`config.mk`:
```
export PLATFORM = sky130hd
export DESIGN_NAME = hsv_to_rgb_converter
export DESIGN_NICKNAME = d
export VERILOG_FILES = /design/src/hsv2rgb_pkg.sv /design/src/hsv_to_rgb_converter.sv /design/src/hsv2rgb_sector.sv /design/src/hsv2rgb_terms.sv /design/src/hsv2rgb_scale.sv
export SDC_FILE = /design/constraint.sdc
export NUM_CORES = 2
export LEC_CHECK = 0
export BUFFER_PORTS_ARGS = -buffer_cell sky130_fd_sc_hd__buf_4
export CELL_PAD_IN_SITES_DETAIL_PLACEMENT = 1
export CELL_PAD_IN_SITES_GLOBAL_PLACEMENT = 1
export CORE_ASPECT_RATIO = 0.75
export CORE_MARGIN = 1
export CORE_UTILIZATION = 58
export CTS_CLUSTER_DIAMETER = 40
export DETAILED_ROUTE_END_ITERATION = 8
export PLACE_DENSITY = 0.93
export SLEW_MARGIN = 10
export SYNTH_ARGS = -nofsm -noshare
export SYNTH_HDL_FRONTEND = slang
export SYNTH_SLANG_ARGS = --single-unit
```
`constraint.sdc`:
```
create_clock -name clk -period 16.2 [get_ports clk]
set_input_delay 1.62 -clock clk [delete_from_list [all_inputs] [get_ports clk]]
set_output_delay 1.62 -clock clk [all_outputs]
set_load 0.01 [all_outputs]
```
`src/hsv2rgb_pkg.sv`:
```
// ----------------------------------------------------------------------------
// hsv2rgb_pkg
// shared types and constants for the hsv to rgb colour conversion pipeline
// ----------------------------------------------------------------------------
package hsv2rgb_pkg;

	localparam int HUE_W      = 10;
	localparam int PCT_W      = 7;
	localparam int CHAN_W     = 8;
	localparam int HUE_RED_W  = 9;
	localparam int REM_W      = 6;
	localparam int TERM_W     = 13;
	localparam int FRAC_W     = 20;
	localparam int NUM_W      = 24;
	localparam int RECIP_W    = 25;
	localparam int PROD_W     = NUM_W + RECIP_W;

	localparam int HUE_FULL_TURN = 360;
	localparam int HUE_SECTOR    = 60;
	localparam int PERCENT_MAX   = 100;
	localparam int SECTOR_FULL   = PERCENT_MAX * HUE_SECTOR;

	// x * 255 / 600000 == x * 17 / 40000, the divide by 40000 done by reciprocal
	localparam int CHAN_NUM_MUL  = 17;
	localparam int DIV_SHIFT     = 40;
	localparam logic [RECIP_W-1:0] DIV_RECIP = 25'd27487791;

	typedef enum logic [2:0] {
		SECTOR_RED_YELLOW    = 3'd0,
		SECTOR_YELLOW_GREEN  = 3'd1,
		SECTOR_GREEN_CYAN    = 3'd2,
		SECTOR_CYAN_BLUE     = 3'd3,
		SECTOR_BLUE_MAGENTA  = 3'd4,
		SECTOR_MAGENTA_RED   = 3'd5
	} sector_t;

	typedef struct packed {
		sector_t            sector;
		logic [REM_W-1:0]   rem;
		logic [PCT_W-1:0]   sat;
		logic [PCT_W-1:0]   val;
	} sector_item_t;

	typedef struct packed {
		sector_t             sector;
		logic [FRAC_W-1:0]   v;
		logic [FRAC_W-1:0]   p;
		logic [FRAC_W-1:0]   q;
		logic [FRAC_W-1:0]   t;
	} terms_item_t;

endpackage

```
`src/hsv_to_rgb_converter.sv`:
```
// throughput: one item per cycle while the output is not stalled, six register stages with a valid bit each
// a stall at the output holds each full stage with no empty stage after it, empty stages still fill
// reset clears the valid bits only, no data registers are reset
// ----------------------------------------------------------------------------
// hsv_to_rgb_converter
// hsv (hue in degrees, saturation and brightness in percent) to 8-bit rgb
// ----------------------------------------------------------------------------
module hsv_to_rgb_converter (
	input  logic                           clk,
	input  logic                           arst_n,
	input  logic                           hsv_valid,
	output logic                           hsv_ready,
	input  logic [hsv2rgb_pkg::HUE_W-1:0]  hue_angle,
	input  logic [hsv2rgb_pkg::PCT_W-1:0]  saturation,
	input  logic [hsv2rgb_pkg::PCT_W-1:0]  brightness,
	output logic                           rgb_valid,
	input  logic                           rgb_ready,
	output logic [hsv2rgb_pkg::CHAN_W-1:0] red,
	output logic [hsv2rgb_pkg::CHAN_W-1:0] green,
	output logic [hsv2rgb_pkg::CHAN_W-1:0] blue
);
	import hsv2rgb_pkg::*;

	logic          sect_valid, sect_ready;
	sector_item_t  sect_item;
	logic          terms_valid, terms_ready;
	terms_item_t   terms_item;

	hsv2rgb_sector u_sector (
		.clk        (clk),
		.arst_n     (arst_n),
		.in_valid   (hsv_valid),
		.in_ready   (hsv_ready),
		.hue_angle  (hue_angle),
		.saturation (saturation),
		.brightness (brightness),
		.out_valid  (sect_valid),
		.out_ready  (sect_ready),
		.out_item   (sect_item)
	);

	hsv2rgb_terms u_terms (
		.clk       (clk),
		.arst_n    (arst_n),
		.in_valid  (sect_valid),
		.in_ready  (sect_ready),
		.in_item   (sect_item),
		.out_valid (terms_valid),
		.out_ready (terms_ready),
		.out_item  (terms_item)
	);

	hsv2rgb_scale u_scale (
		.clk       (clk),
		.arst_n    (arst_n),
		.in_valid  (terms_valid),
		.in_ready  (terms_ready),
		.in_item   (terms_item),
		.out_valid (rgb_valid),
		.out_ready (rgb_ready),
		.red       (red),
		.green     (green),
		.blue      (blue)
	);

	// an empty output stage lets the whole pipe move
	a_ready_when_drained : assert property (@(posedge clk) disable iff (!arst_n)
		!rgb_valid |-> hsv_ready)
		else $error("input stalled while output stage empty");

	a_remainder_range : assert property (@(posedge clk) disable iff (!arst_n)
		sect_valid |-> (sect_item.rem < REM_W'(HUE_SECTOR)))
		else $error("hue remainder out of sector");

	a_value_dominates : assert property (@(posedge clk) disable iff (!arst_n)
		terms_valid |-> (terms_item.v >= terms_item.p && terms_item.v >= terms_item.q
			&& terms_item.v >= terms_item.t))
		else $error("v term below p, q or t");

	a_value_bounded : assert property (@(posedge clk) disable iff (!arst_n)
		terms_valid |-> (terms_item.v <= FRAC_W'(PERCENT_MAX * SECTOR_FULL)))
		else $error("v term above full scale");

endmodule

```
`src/hsv2rgb_sector.sv`:
```
// ----------------------------------------------------------------------------
// hsv2rgb_sector
// clamps the percentages, reduces the hue modulo 360 and splits it into
// a 60 degree sector and a remainder, two register stages
// ----------------------------------------------------------------------------
module hsv2rgb_sector (
	input  logic                        clk,
	input  logic                        arst_n,
	input  logic                        in_valid,
	output logic                        in_ready,
	input  logic [hsv2rgb_pkg::HUE_W-1:0] hue_angle,
	input  logic [hsv2rgb_pkg::PCT_W-1:0] saturation,
	input  logic [hsv2rgb_pkg::PCT_W-1:0] brightness,
	output logic                        out_valid,
	input  logic                        out_ready,
	output hsv2rgb_pkg::sector_item_t   out_item
);
	import hsv2rgb_pkg::*;

	localparam logic [HUE_W-1:0] ONE_TURN  = HUE_W'(HUE_FULL_TURN);
	localparam logic [HUE_W-1:0] TWO_TURNS = HUE_W'(2 * HUE_FULL_TURN);
	localparam logic [PCT_W-1:0] PCT_MAX   = PCT_W'(PERCENT_MAX);
	localparam logic [HUE_RED_W-1:0] SEC1  = HUE_RED_W'(HUE_SECTOR);
	localparam logic [HUE_RED_W-1:0] SEC2  = HUE_RED_W'(2 * HUE_SECTOR);
	localparam logic [HUE_RED_W-1:0] SEC3  = HUE_RED_W'(3 * HUE_SECTOR);
	localparam logic [HUE_RED_W-1:0] SEC4  = HUE_RED_W'(4 * HUE_SECTOR);
	localparam logic [HUE_RED_W-1:0] SEC5  = HUE_RED_W'(5 * HUE_SECTOR);

	logic                  valid_s1, valid_s2;
	logic                  en_s1, en_s2;
	logic [HUE_RED_W-1:0]  hue_s1;
	logic [PCT_W-1:0]      sat_s1, val_s1;
	logic [HUE_RED_W-1:0]  hue_red;
	logic [HUE_RED_W-1:0]  sec_base;
	sector_t               sector;
	sector_item_t          item_s2;

	assign en_s2     = !valid_s2 || out_ready;
	assign en_s1     = !valid_s1 || en_s2;
	assign in_ready  = en_s1;
	assign out_valid = valid_s2;
	assign out_item  = item_s2;

	always_comb begin
		if (hue_angle >= TWO_TURNS) begin
			hue_red = HUE_RED_W'(hue_angle - TWO_TURNS);
		end else if (hue_angle >= ONE_TURN) begin
			hue_red = HUE_RED_W'(hue_angle - ONE_TURN);
		end else begin
			hue_red = HUE_RED_W'(hue_angle);
		end
	end

	always_comb begin
		if (hue_s1 >= SEC5) begin
			sector   = SECTOR_MAGENTA_RED;
			sec_base = SEC5;
		end else if (hue_s1 >= SEC4) begin
			sector   = SECTOR_BLUE_MAGENTA;
			sec_base = SEC4;
		end else if (hue_s1 >= SEC3) begin
			sector   = SECTOR_CYAN_BLUE;
			sec_base = SEC3;
		end else if (hue_s1 >= SEC2) begin
			sector   = SECTOR_GREEN_CYAN;
			sec_base = SEC2;
		end else if (hue_s1 >= SEC1) begin
			sector   = SECTOR_YELLOW_GREEN;
			sec_base = SEC1;
		end else begin
			sector   = SECTOR_RED_YELLOW;
			sec_base = '0;
		end
	end

	always_ff @(posedge clk or negedge arst_n) begin
		if (!arst_n) begin
			valid_s1 <= 1'b0;
			valid_s2 <= 1'b0;
		end else begin
			if (en_s1) begin
				valid_s1 <= in_valid;
			end
			if (en_s2) begin
				valid_s2 <= valid_s1;
			end
		end
	end

	always_ff @(posedge clk) begin
		if (en_s1 && in_valid) begin
			hue_s1 <= hue_red;
			sat_s1 <= (saturation > PCT_MAX) ? PCT_MAX : saturation;
			val_s1 <= (brightness > PCT_MAX) ? PCT_MAX : brightness;
		end
		if (en_s2 && valid_s1) begin
			item_s2.sector <= sector;
			item_s2.rem    <= REM_W'(hue_s1 - sec_base);
			item_s2.sat    <= sat_s1;
			item_s2.val    <= val_s1;
		end
	end

endmodule

```
`src/hsv2rgb_terms.sv`:
```
// ----------------------------------------------------------------------------
// hsv2rgb_terms
// forms the v, p, q and t fractions over the denominator 600000,
// two register stages
// ----------------------------------------------------------------------------
module hsv2rgb_terms (
	input  logic                      clk,
	input  logic                      arst_n,
	input  logic                      in_valid,
	output logic                      in_ready,
	input  hsv2rgb_pkg::sector_item_t in_item,
	output logic                      out_valid,
	input  logic                      out_ready,
	output hsv2rgb_pkg::terms_item_t  out_item
);
	import hsv2rgb_pkg::*;

	localparam logic [TERM_W-1:0] FULL     = TERM_W'(SECTOR_FULL);
	localparam logic [REM_W-1:0]  SEC_SPAN = REM_W'(HUE_SECTOR);
	localparam logic [PCT_W-1:0]  PCT_MAX  = PCT_W'(PERCENT_MAX);

	logic               valid_s3, valid_s4;
	logic               en_s3, en_s4;
	sector_t            sector_s3;
	logic [PCT_W-1:0]   val_s3;
	logic [TERM_W-1:0]  pm_s3, qm_s3, tm_s3;
	logic [TERM_W-1:0]  sat_rem, sat_comp, pm;
	logic [REM_W-1:0]   rem_comp;
	terms_item_t        item_s4;

	assign en_s4     = !valid_s4 || out_ready;
	assign en_s3     = !valid_s3 || en_s4;
	assign in_ready  = en_s3;
	assign out_valid = valid_s4;
	assign out_item  = item_s4;

	always_comb begin
		rem_comp = SEC_SPAN - in_item.rem;
		sat_rem  = TERM_W'(in_item.sat) * TERM_W'(in_item.rem);
		sat_comp = TERM_W'(in_item.sat) * TERM_W'(rem_comp);
		pm       = TERM_W'(PCT_MAX - in_item.sat) * TERM_W'(HUE_SECTOR);
	end

	always_ff @(posedge clk or negedge arst_n) begin
		if (!arst_n) begin
			valid_s3 <= 1'b0;
			valid_s4 <= 1'b0;
		end else begin
			if (en_s3) begin
				valid_s3 <= in_valid;
			end
			if (en_s4) begin
				valid_s4 <= valid_s3;
			end
		end
	end

	always_ff @(posedge clk) begin
		if (en_s3 && in_valid) begin
			sector_s3 <= in_item.sector;
			val_s3    <= in_item.val;
			pm_s3     <= pm;
			qm_s3     <= FULL - sat_rem;
			tm_s3     <= FULL - sat_comp;
		end
		if (en_s4 && valid_s3) begin
			item_s4.sector <= sector_s3;
			item_s4.v      <= FRAC_W'(val_s3) * FRAC_W'(FULL);
			item_s4.p      <= FRAC_W'(val_s3) * FRAC_W'(pm_s3);
			item_s4.q      <= FRAC_W'(val_s3) * FRAC_W'(qm_s3);
			item_s4.t      <= FRAC_W'(val_s3) * FRAC_W'(tm_s3);
		end
	end

endmodule

```
`src/hsv2rgb_scale.sv`:
```
// ----------------------------------------------------------------------------
// hsv2rgb_scale
// routes the terms to the channels by sector and scales each fraction to
// 0..255 with a reciprocal multiply, two register stages
// ----------------------------------------------------------------------------
module hsv2rgb_scale (
	input  logic                         clk,
	input  logic                         arst_n,
	input  logic                         in_valid,
	output logic                         in_ready,
	input  hsv2rgb_pkg::terms_item_t     in_item,
	output logic                         out_valid,
	input  logic                         out_ready,
	output logic [hsv2rgb_pkg::CHAN_W-1:0] red,
	output logic [hsv2rgb_pkg::CHAN_W-1:0] green,
	output logic [hsv2rgb_pkg::CHAN_W-1:0] blue
);
	import hsv2rgb_pkg::*;

	logic               valid_s5, valid_s6;
	logic               en_s5, en_s6;
	logic [FRAC_W-1:0]  rc, gc, bc;
	logic [NUM_W-1:0]   rn_s5, gn_s5, bn_s5;
	logic [PROD_W-1:0]  rprod, gprod, bprod;
	logic [CHAN_W-1:0]  red_s6, green_s6, blue_s6;

	assign en_s6     = !valid_s6 || out_ready;
	assign en_s5     = !valid_s5 || en_s6;
	assign in_ready  = en_s5;
	assign out_valid = valid_s6;
	assign red       = red_s6;
	assign green     = green_s6;
	assign blue      = blue_s6;

	always_comb begin
		case (in_item.sector)
			SECTOR_RED_YELLOW: begin
				rc = in_item.v; gc = in_item.t; bc = in_item.p;
			end
			SECTOR_YELLOW_GREEN: begin
				rc = in_item.q; gc = in_item.v; bc = in_item.p;
			end
			SECTOR_GREEN_CYAN: begin
				rc = in_item.p; gc = in_item.v; bc = in_item.t;
			end
			SECTOR_CYAN_BLUE: begin
				rc = in_item.p; gc = in_item.q; bc = in_item.v;
			end
			SECTOR_BLUE_MAGENTA: begin
				rc = in_item.t; gc = in_item.p; bc = in_item.v;
			end
			default: begin
				rc = in_item.v; gc = in_item.p; bc = in_item.q;
			end
		endcase
	end

	always_comb begin
		rprod = PROD_W'(rn_s5) * PROD_W'(DIV_RECIP);
		gprod = PROD_W'(gn_s5) * PROD_W'(DIV_RECIP);
		bprod = PROD_W'(bn_s5) * PROD_W'(DIV_RECIP);
	end

	always_ff @(posedge clk or negedge arst_n) begin
		if (!arst_n) begin
			valid_s5 <= 1'b0;
			valid_s6 <= 1'b0;
		end else begin
			if (en_s5) begin
				valid_s5 <= in_valid;
			end
			if (en_s6) begin
				valid_s6 <= valid_s5;
			end
		end
	end

	always_ff @(posedge clk) begin
		if (en_s5 && in_valid) begin
			rn_s5 <= NUM_W'(rc) * NUM_W'(CHAN_NUM_MUL);
			gn_s5 <= NUM_W'(gc) * NUM_W'(CHAN_NUM_MUL);
			bn_s5 <= NUM_W'(bc) * NUM_W'(CHAN_NUM_MUL);
		end
		if (en_s6 && valid_s5) begin
			red_s6   <= rprod[DIV_SHIFT +: CHAN_W];
			green_s6 <= gprod[DIV_SHIFT +: CHAN_W];
			blue_s6  <= bprod[DIV_SHIFT +: CHAN_W];
		end
	end

endmodule

```
## After elaboration in Yosys (flattened, before gate mapping)

Index checks and enable logic that the tools add are counted.

| storage, ports and cells | value |
|---|---|
| input port bits | 28 |
| register bits | 274 |

| operators by class | value |
|---|---|
| multiplexer cells | 14 |
| order comparisons | 9 |
| equal/unequal tests | 4 |
| add/subtract/negate cells | 7 |
| reduce and logical (&&, ||, !) cells | 24 |
| multipliers | 13 |

Operators by type and width:

| kind | count |
|---|---|
| 20-bit case mux with 3 select lines | 3 |
| 24-bit by 25-bit multiplier with 48-bit output (second input constant) | 3 |
| 20-bit by 5-bit multiplier with 24-bit output (second input constant) | 3 |
| 7-bit by 13-bit multiplier with 20-bit output | 2 |
| 6-bit two-way mux | 5 |
| 7-bit by 6-bit multiplier with 13-bit output | 2 |
| 13-bit subtractor (first input constant) | 2 |
| 9-bit by 8-bit greater-or-equal comparator with 1-bit output (second input constant) | 2 |
| 7-bit by 11-bit multiplier with 18-bit output | 1 |
| 9-bit two-way mux | 2 |
| 7-bit by 9-bit multiplier with 16-bit output (second input constant) | 1 |
| 7-bit greater-than comparator (second input constant) | 2 |
| 13-bit by 4-bit multiplier with 11-bit output (second input constant) | 1 |
| 10-bit greater-or-equal comparator (second input constant) | 1 |
| 10-bit by 9-bit greater-or-equal comparator with 1-bit output (second input constant) | 1 |
| 2-bit OR reduction | 5 |
| 9-bit by 6-bit greater-or-equal comparator with 1-bit output (second input constant) | 1 |
| 9-bit by 7-bit greater-or-equal comparator with 1-bit output (second input constant) | 1 |
| 9-bit greater-or-equal comparator (second input constant) | 1 |
| 9-bit by 8-bit subtractor with 9-bit output (second input constant) | 1 |
| 9-bit subtractor (second input constant) | 1 |
| 7-bit by 7-bit subtractor with 8-bit output (first input constant) | 1 |
| 3-bit by 2-bit equality test with 1-bit output (second input constant) | 2 |
| 1-bit logical AND | 6 |
| 9 further kinds | 21 |

## Logic depth before layout (Yosys ltp)

| logic depth | value |
|---|---|
| word-level depth | 8 |
| mapped depth | 22 |

## Hierarchy

A second synthesis with hierarchy kept.

| second synthesis, totals | value |
|---|---|
| cells, all modules | 5721 |
| area total of the unflattened synthesis | 57705.3 um2 |

By module, submodules not included:

| module | instances | cells an instance | area an instance (um2) | sequential area each (um2) |
|---|---|---|---|---|
| hsv2rgb_scale | 1 | 3847 | 38424.4 | 2932.8 |
| hsv2rgb_terms | 1 | 1707 | 17020.1 | 3713.6 |
| hsv2rgb_sector | 1 | 167 | 2260.9 | 1431.4 |

## Least setup slack after synthesis

No wires, ideal clock.

| path | value |
|---|---|
| path type | input to register |
| from | input rgb_ready |
| to | register u_scale.bn_s5[0], enable pin |
| library setup time | 612 ps |
| path slack | 8632 ps |
| arrival | 6956 ps |
| stages | 2 |
| path buffers | 0 |
| cell sequence | nor2b_1 -> a21boi_0 |

| between the ends | value |
|---|---|
| word-level cells in the longest chain between the ends | 3 |

Ends and longest elaborated chain:

| item | line | RTL |
|---|---|---|
| start, declared | hsv_to_rgb_converter.sv:17 | `input logic rgb_ready,` |
| 1-bit logical OR | hsv2rgb_scale.sv:27 | `assign en_s6 = !valid_s6 \|\| out_ready;` |
| 1-bit logical OR | hsv2rgb_scale.sv:28 | `assign en_s5 = !valid_s5 \|\| en_s6;` |
| 1-bit logical AND | hsv2rgb_scale.sv:79 | `if (en_s5 && in_valid) begin` |
| end signal, assigned | hsv2rgb_scale.sv:82 | `bn_s5 <= NUM_W'(bc) * NUM_W'(CHAN_NUM_MUL);` |
| end, declared | hsv2rgb_scale.sv:23 | `logic [NUM_W-1:0] rn_s5, gn_s5, bn_s5;` |

Every way passes these cells.
A chain may end at the register's enable or synchronous reset.

## Final worst setup path

| path | value |
|---|---|
| from | register u_scale.bn_s5[7] |
| to | register u_scale.blue_s6[7], in the netlist u_scale.blue[7], data pin |

| between the ends | value |
|---|---|
| word-level cells in the longest chain between the ends | 1 |

Ends and longest elaborated chain:

| item | line | RTL |
|---|---|---|
| 24-bit by 25-bit multiplier with 48-bit output | hsv2rgb_scale.sv:61 | `bprod = PROD_W'(bn_s5) * PROD_W'(DIV_RECIP);` |
| via u_scale.bprod[47] | hsv2rgb_scale.sv:24 | `logic [PROD_W-1:0] rprod, gprod, bprod;` |
| end signal, assigned | hsv2rgb_scale.sv:87 | `blue_s6 <= bprod[DIV_SHIFT +: CHAN_W];` |
| end, declared | hsv2rgb_scale.sv:25 | `logic [CHAN_W-1:0] red_s6, green_s6, blue_s6;` |

The timed path passes the listed nets, and every way through them passes these cells.

==> impl_summary.txt <==
----------------------------------------------------
[Clock network]
  Clock root buffer ... clkbuf_16
  Hold-fix buffer count after cts ... 0
  Maximum buffer depth of the clock tree ... 3
  Num CTS Buffers ... 56
  # H-tree levels ... 2
  Number of cells upsized or downsized after cts ... 0
  Post-CTS setup buffer count ... 0
  Clock insertion delay at the later pin of the skew report ... approximately 0.70 ns
  Clock tree from TritonCTS ... yes
  CTS clock-pin slew for the worst setup and hold paths ... around 0.060 ns
  Clock sink count ... 270

[Final layout]
  Multi-input gate area ... around 0.043 sq mm
  End-of-flow core utilization ... 0.626
  Footprint of the flip-flops and latches ... approximately 0.008 sq mm
  Area growth from synthesis to layout ... 6.78%
  Post-layout net count ... 7750
  Filler cell count in the final layout ... 10577
  Fraction of layout instances using a drive strength above 1 ... 0.0366
  Total non-filler cell area in the finished layout ... ~0.061 sq mm

[Min path]
  Hold_sp ... u_sector.val_s1[6]
  Worst min path class ... flop to flop
  Number of stages on the worst hold path ... 0
  Endpoint with the worst hold slack ... u_sector.out_item[6]

[Routing]
  DRC errors left ... 0
  Detailed Routing Iterations Pass 1 ... 6
  Detailed-route wire length per cell ... between 20 and 30 um
  Vias ... 43362
  Number of DRC markers after the initial detailed-route iteration ... ~4100
  Detailed Route WL ... 195000 um
  Residual antenna-violating net count after detailed routing ... 0
  Via count normalized by instance count ... just over 6

[Synth]
  Synth Register Bits ... 270
  Netlist cell types ... 79
  Proportion of synthesized flip-flops having asynchronous set or reset ... 0.0222
  Post-synth EDFFs ... around 260
  Synthesized instance count ... ~5700
  Synth Flop Type ... edfxtp_1
  Total of warnings raised by yosys ... 0
  Synth area leader ... fa_1
  Post-Syn Area per Cell ... 10.1 sq um
  Sequential share of the synthesized area ... 0.141
  Total standard cell area after synthesis ... about 0.057 sq mm
  Net count after synthesis ... about 7700
  Cell types with the largest area share after synthesis ... fa_1 (34%), ha_1 (23%), edfxtp_1 (14%)
  Yosys top cell area share ... 0.337

[Floorplanning]
  Die height ... between 200 and 300 um
  Standard-cell row count ... about 100
  Die ar. ... 0.0998 sq mm
  Core footprint ... around 0.097 sq mm
  Die Wd ... 364 um
  Number of top-level pins ... 54
  Starting density of the core ... 0.586

[STA]
  Setup tns final ... 0 ns
  Final critical-path share of the clock period ... 0.447
  Number of slew-limit violations in the final report ... 0
  Max-slew headroom ... 0.200
  Achievable frequency ... approximately 140 MHz
  Actual transition at the worst max-transition pin ... 1.19 ns
  Endpoints failing setup ... 0
  Post-layout minimum cycle time ... 7.24 ns
  WHS ... 0.428 ns
  Worst Clk Skew ... between 0.08 and 0.09 ns
  Number of endpoints with negative hold slack in the final report ... 0
  RSZ-0062 raised after global routing ... no

[Global routing]
  Antenna violations before repair ... 4
  Largest net degree at the start of global routing ... a little under 80
  Global-route congestion overflow total ... 0
  Global-route wire length before repair ... 302000 um
  Via count of the first global-routing pass ... between 40000 and 50000
  Global-route usage over all layers ... 0.401

[Setup path]
  CP max FO ... 7
  Destination of the worst register-to-register timing path ... u_scale.blue[7]
  Worst path slowest cell ... fa_1
  Register-to-register setup slack ... approximately 9 ns
  CP Launch Type ... flop
  Arrival time of data at the critical path endpoint ... ~7.6 ns
  CP Capture Type ... flop
  Register-to-Register Path Depth ... 21
  Critical path cell sequence ... inv_1 > ha_1 > fa_1 > inv_1 > fa_1 > inv_1 > fa_1 > inv_1 > fa_1 > fa_1 > inv_1 > fa_1 > inv_1 > ha_1 > a211oi_1 > o211ai_1 > o2111ai_1 > o221ai_2 > o41ai_2 > o21bai_1 > xnor2_1
  Worst endpoint required time ... between 15 and 20 ns
  Kind of critical path ... flop to flop
  Reg-to-Reg Start ... u_scale.bn_s5[7]
  Slowest Stage Delay on Critical Path ... 0.66 ns

[Placement]
  Port Buffer Count ... 53
  Post-DP Area ... around 0.059 sq mm
  Final RePlAce weighted congestion ... ~1.0
  DP Wirelength ... roughly 150000 um

[Job]
  Number of max-capacitance violations reported ... 0

[Status]
  Run status ... finished clean

----------------------------------------------------
-- worst max-delay path, delay by kind of cell, from the launching register on --
kind	cells	cell delay, ns
DFF	1	0.63
buffers and inverters	6	0.53
AOI/OAI and AO/OA	6	1.62
adders and majority gates	8	4.02
xor gates and xnor gates	1	0.14
-- through the flow --
stage,worst slack (ns),instances
2_1_floorplan,8.63,5671
3_3_place_gp,9.45,6970
3_5_place_dp,9.21,6970
4_1_cts,9.00,7072
5_1_grt,8.79,7072
6_report,8.96,7073
-- final cells by class --
cell class,count,share of cell area
Antenna cell,1,0.0000410
Clock buffer,62,0.0233
Clock inverter,40,0.00935
Inverter,1529,0.0940
Multi-Input combinational cell,3788,0.705
Sequential cell,270,0.132
Tap cell,1313,0.0269
Timing Repair Buffer,70,0.00861
-- worst max-delay path by stage --
stage	depth (start not counted)	start	to
after global placement	22	u_scale.rn_s5[21]	u_scale.red[6]
after global routing	21	u_scale.bn_s5[7]	u_scale.blue[7]
after floorplan	2	rgb_ready	u_scale.bn_s5[0]
final	21	u_scale.bn_s5[7]	u_scale.blue[7]
after detailed placement	20	u_scale.gn_s5[21]	u_scale.green[7]
after CTS	21	u_scale.bn_s5[7]	u_scale.blue[7]
-- cells by family after synthesis --
| kind of cell | Yosys count | share of synthesized area |
|---|---|---|
| muxes | 34 | 0.00617 |
| AOI/OAI and AO/OA | 653 | 0.0745 |
| buffers and inverters | 1613 | 0.106 |
| adders and majority gates | 2007 | 0.566 |
| and+or+nand+nor | 910 | 0.0780 |
| DFF | 270 | 0.141 |
| xor gates and xnor gates | 184 | 0.0282 |
-- cells in the mapped netlist, types with 5 or more instances --
master	instances
and3_1	29
nor2_1	140
nand2b_1	12
edfxtp_1	264
a31oi_1	36
o221ai_1	18
o41ai_1	9
o21a_1	29
nor4_1	10
o21bai_1	29
nor3_1	52
mux2i_1	24
nand3_1	55
nand2_1	321
mux2_2	10
a211oi_1	30
nor2b_1	38
a211o_1	5
or3_1	22
a21boi_0	5
dfrtp_1	6
a21oi_1	196
buf_1	12
and2_1	169
a21o_1	73
o211ai_1	19
a221oi_1	5
or2_2	16
ha_1	1045
o2111ai_1	8
o21ai_0	112
a311oi_1	5
clkbuf_1	68
xor2_1	51
o31ai_1	6
a22oi_1	17
fa_1	962
nand4_1	25
inv_1	1529
a2111oi_0	6
xnor2_1	133
-- cells in the final DEF, fill, tap and decap left out, types with 24 or more instances in the layout --
cell type	count
buf_4	70
nand2_1	321
clkbuf_16	56
nor2b_1	37
o21ai_0	112
and3_1	29
edfxtp_1	264
a21oi_1	196
nand4_1	25
xnor2_1	133
o21bai_1	29
a21o_1	73
nor3_1	52
a31oi_1	35
o21a_1	29
mux2i_1	24
fa_1	962
nand3_1	55
a211oi_1	30
nor2_1	140
xor2_1	51
and2_1	167
ha_1	1045
inv_1	1529
-- sequential cells by signal, summed over array words and instances (netlist names), 3 cells and up --
register           flops
u_sector.hue_s1        9
u_terms.out_item      76
u_terms.sector_s3      3
u_sector.out_item     23
u_sector.val_s1        7
u_terms.pm_s3         11
u_terms.val_s3         7
u_scale.green          8
u_terms.tm_s3         13
u_scale.rn_s5         24
u_scale.gn_s5         24
u_scale.bn_s5         24
u_terms.qm_s3         12
u_scale.red            8
u_sector.sat_s1        7
u_scale.blue           8
-- metal layers --
metal / share of wire / global-route usage / vias to the layer above
li1: - / - / 18137
met3: 0.086 / 0.0871 / 697
met5: 0.00017 / 0 / -
met4: 0.050 / 0.175 / 4
met2: 0.47 / 0.662 / 2239
met1: 0.39 / 0.510 / 22285
Power is not shown: default switching activity piles up to over one toggle a cycle in this logic, so the estimate is an artifact.
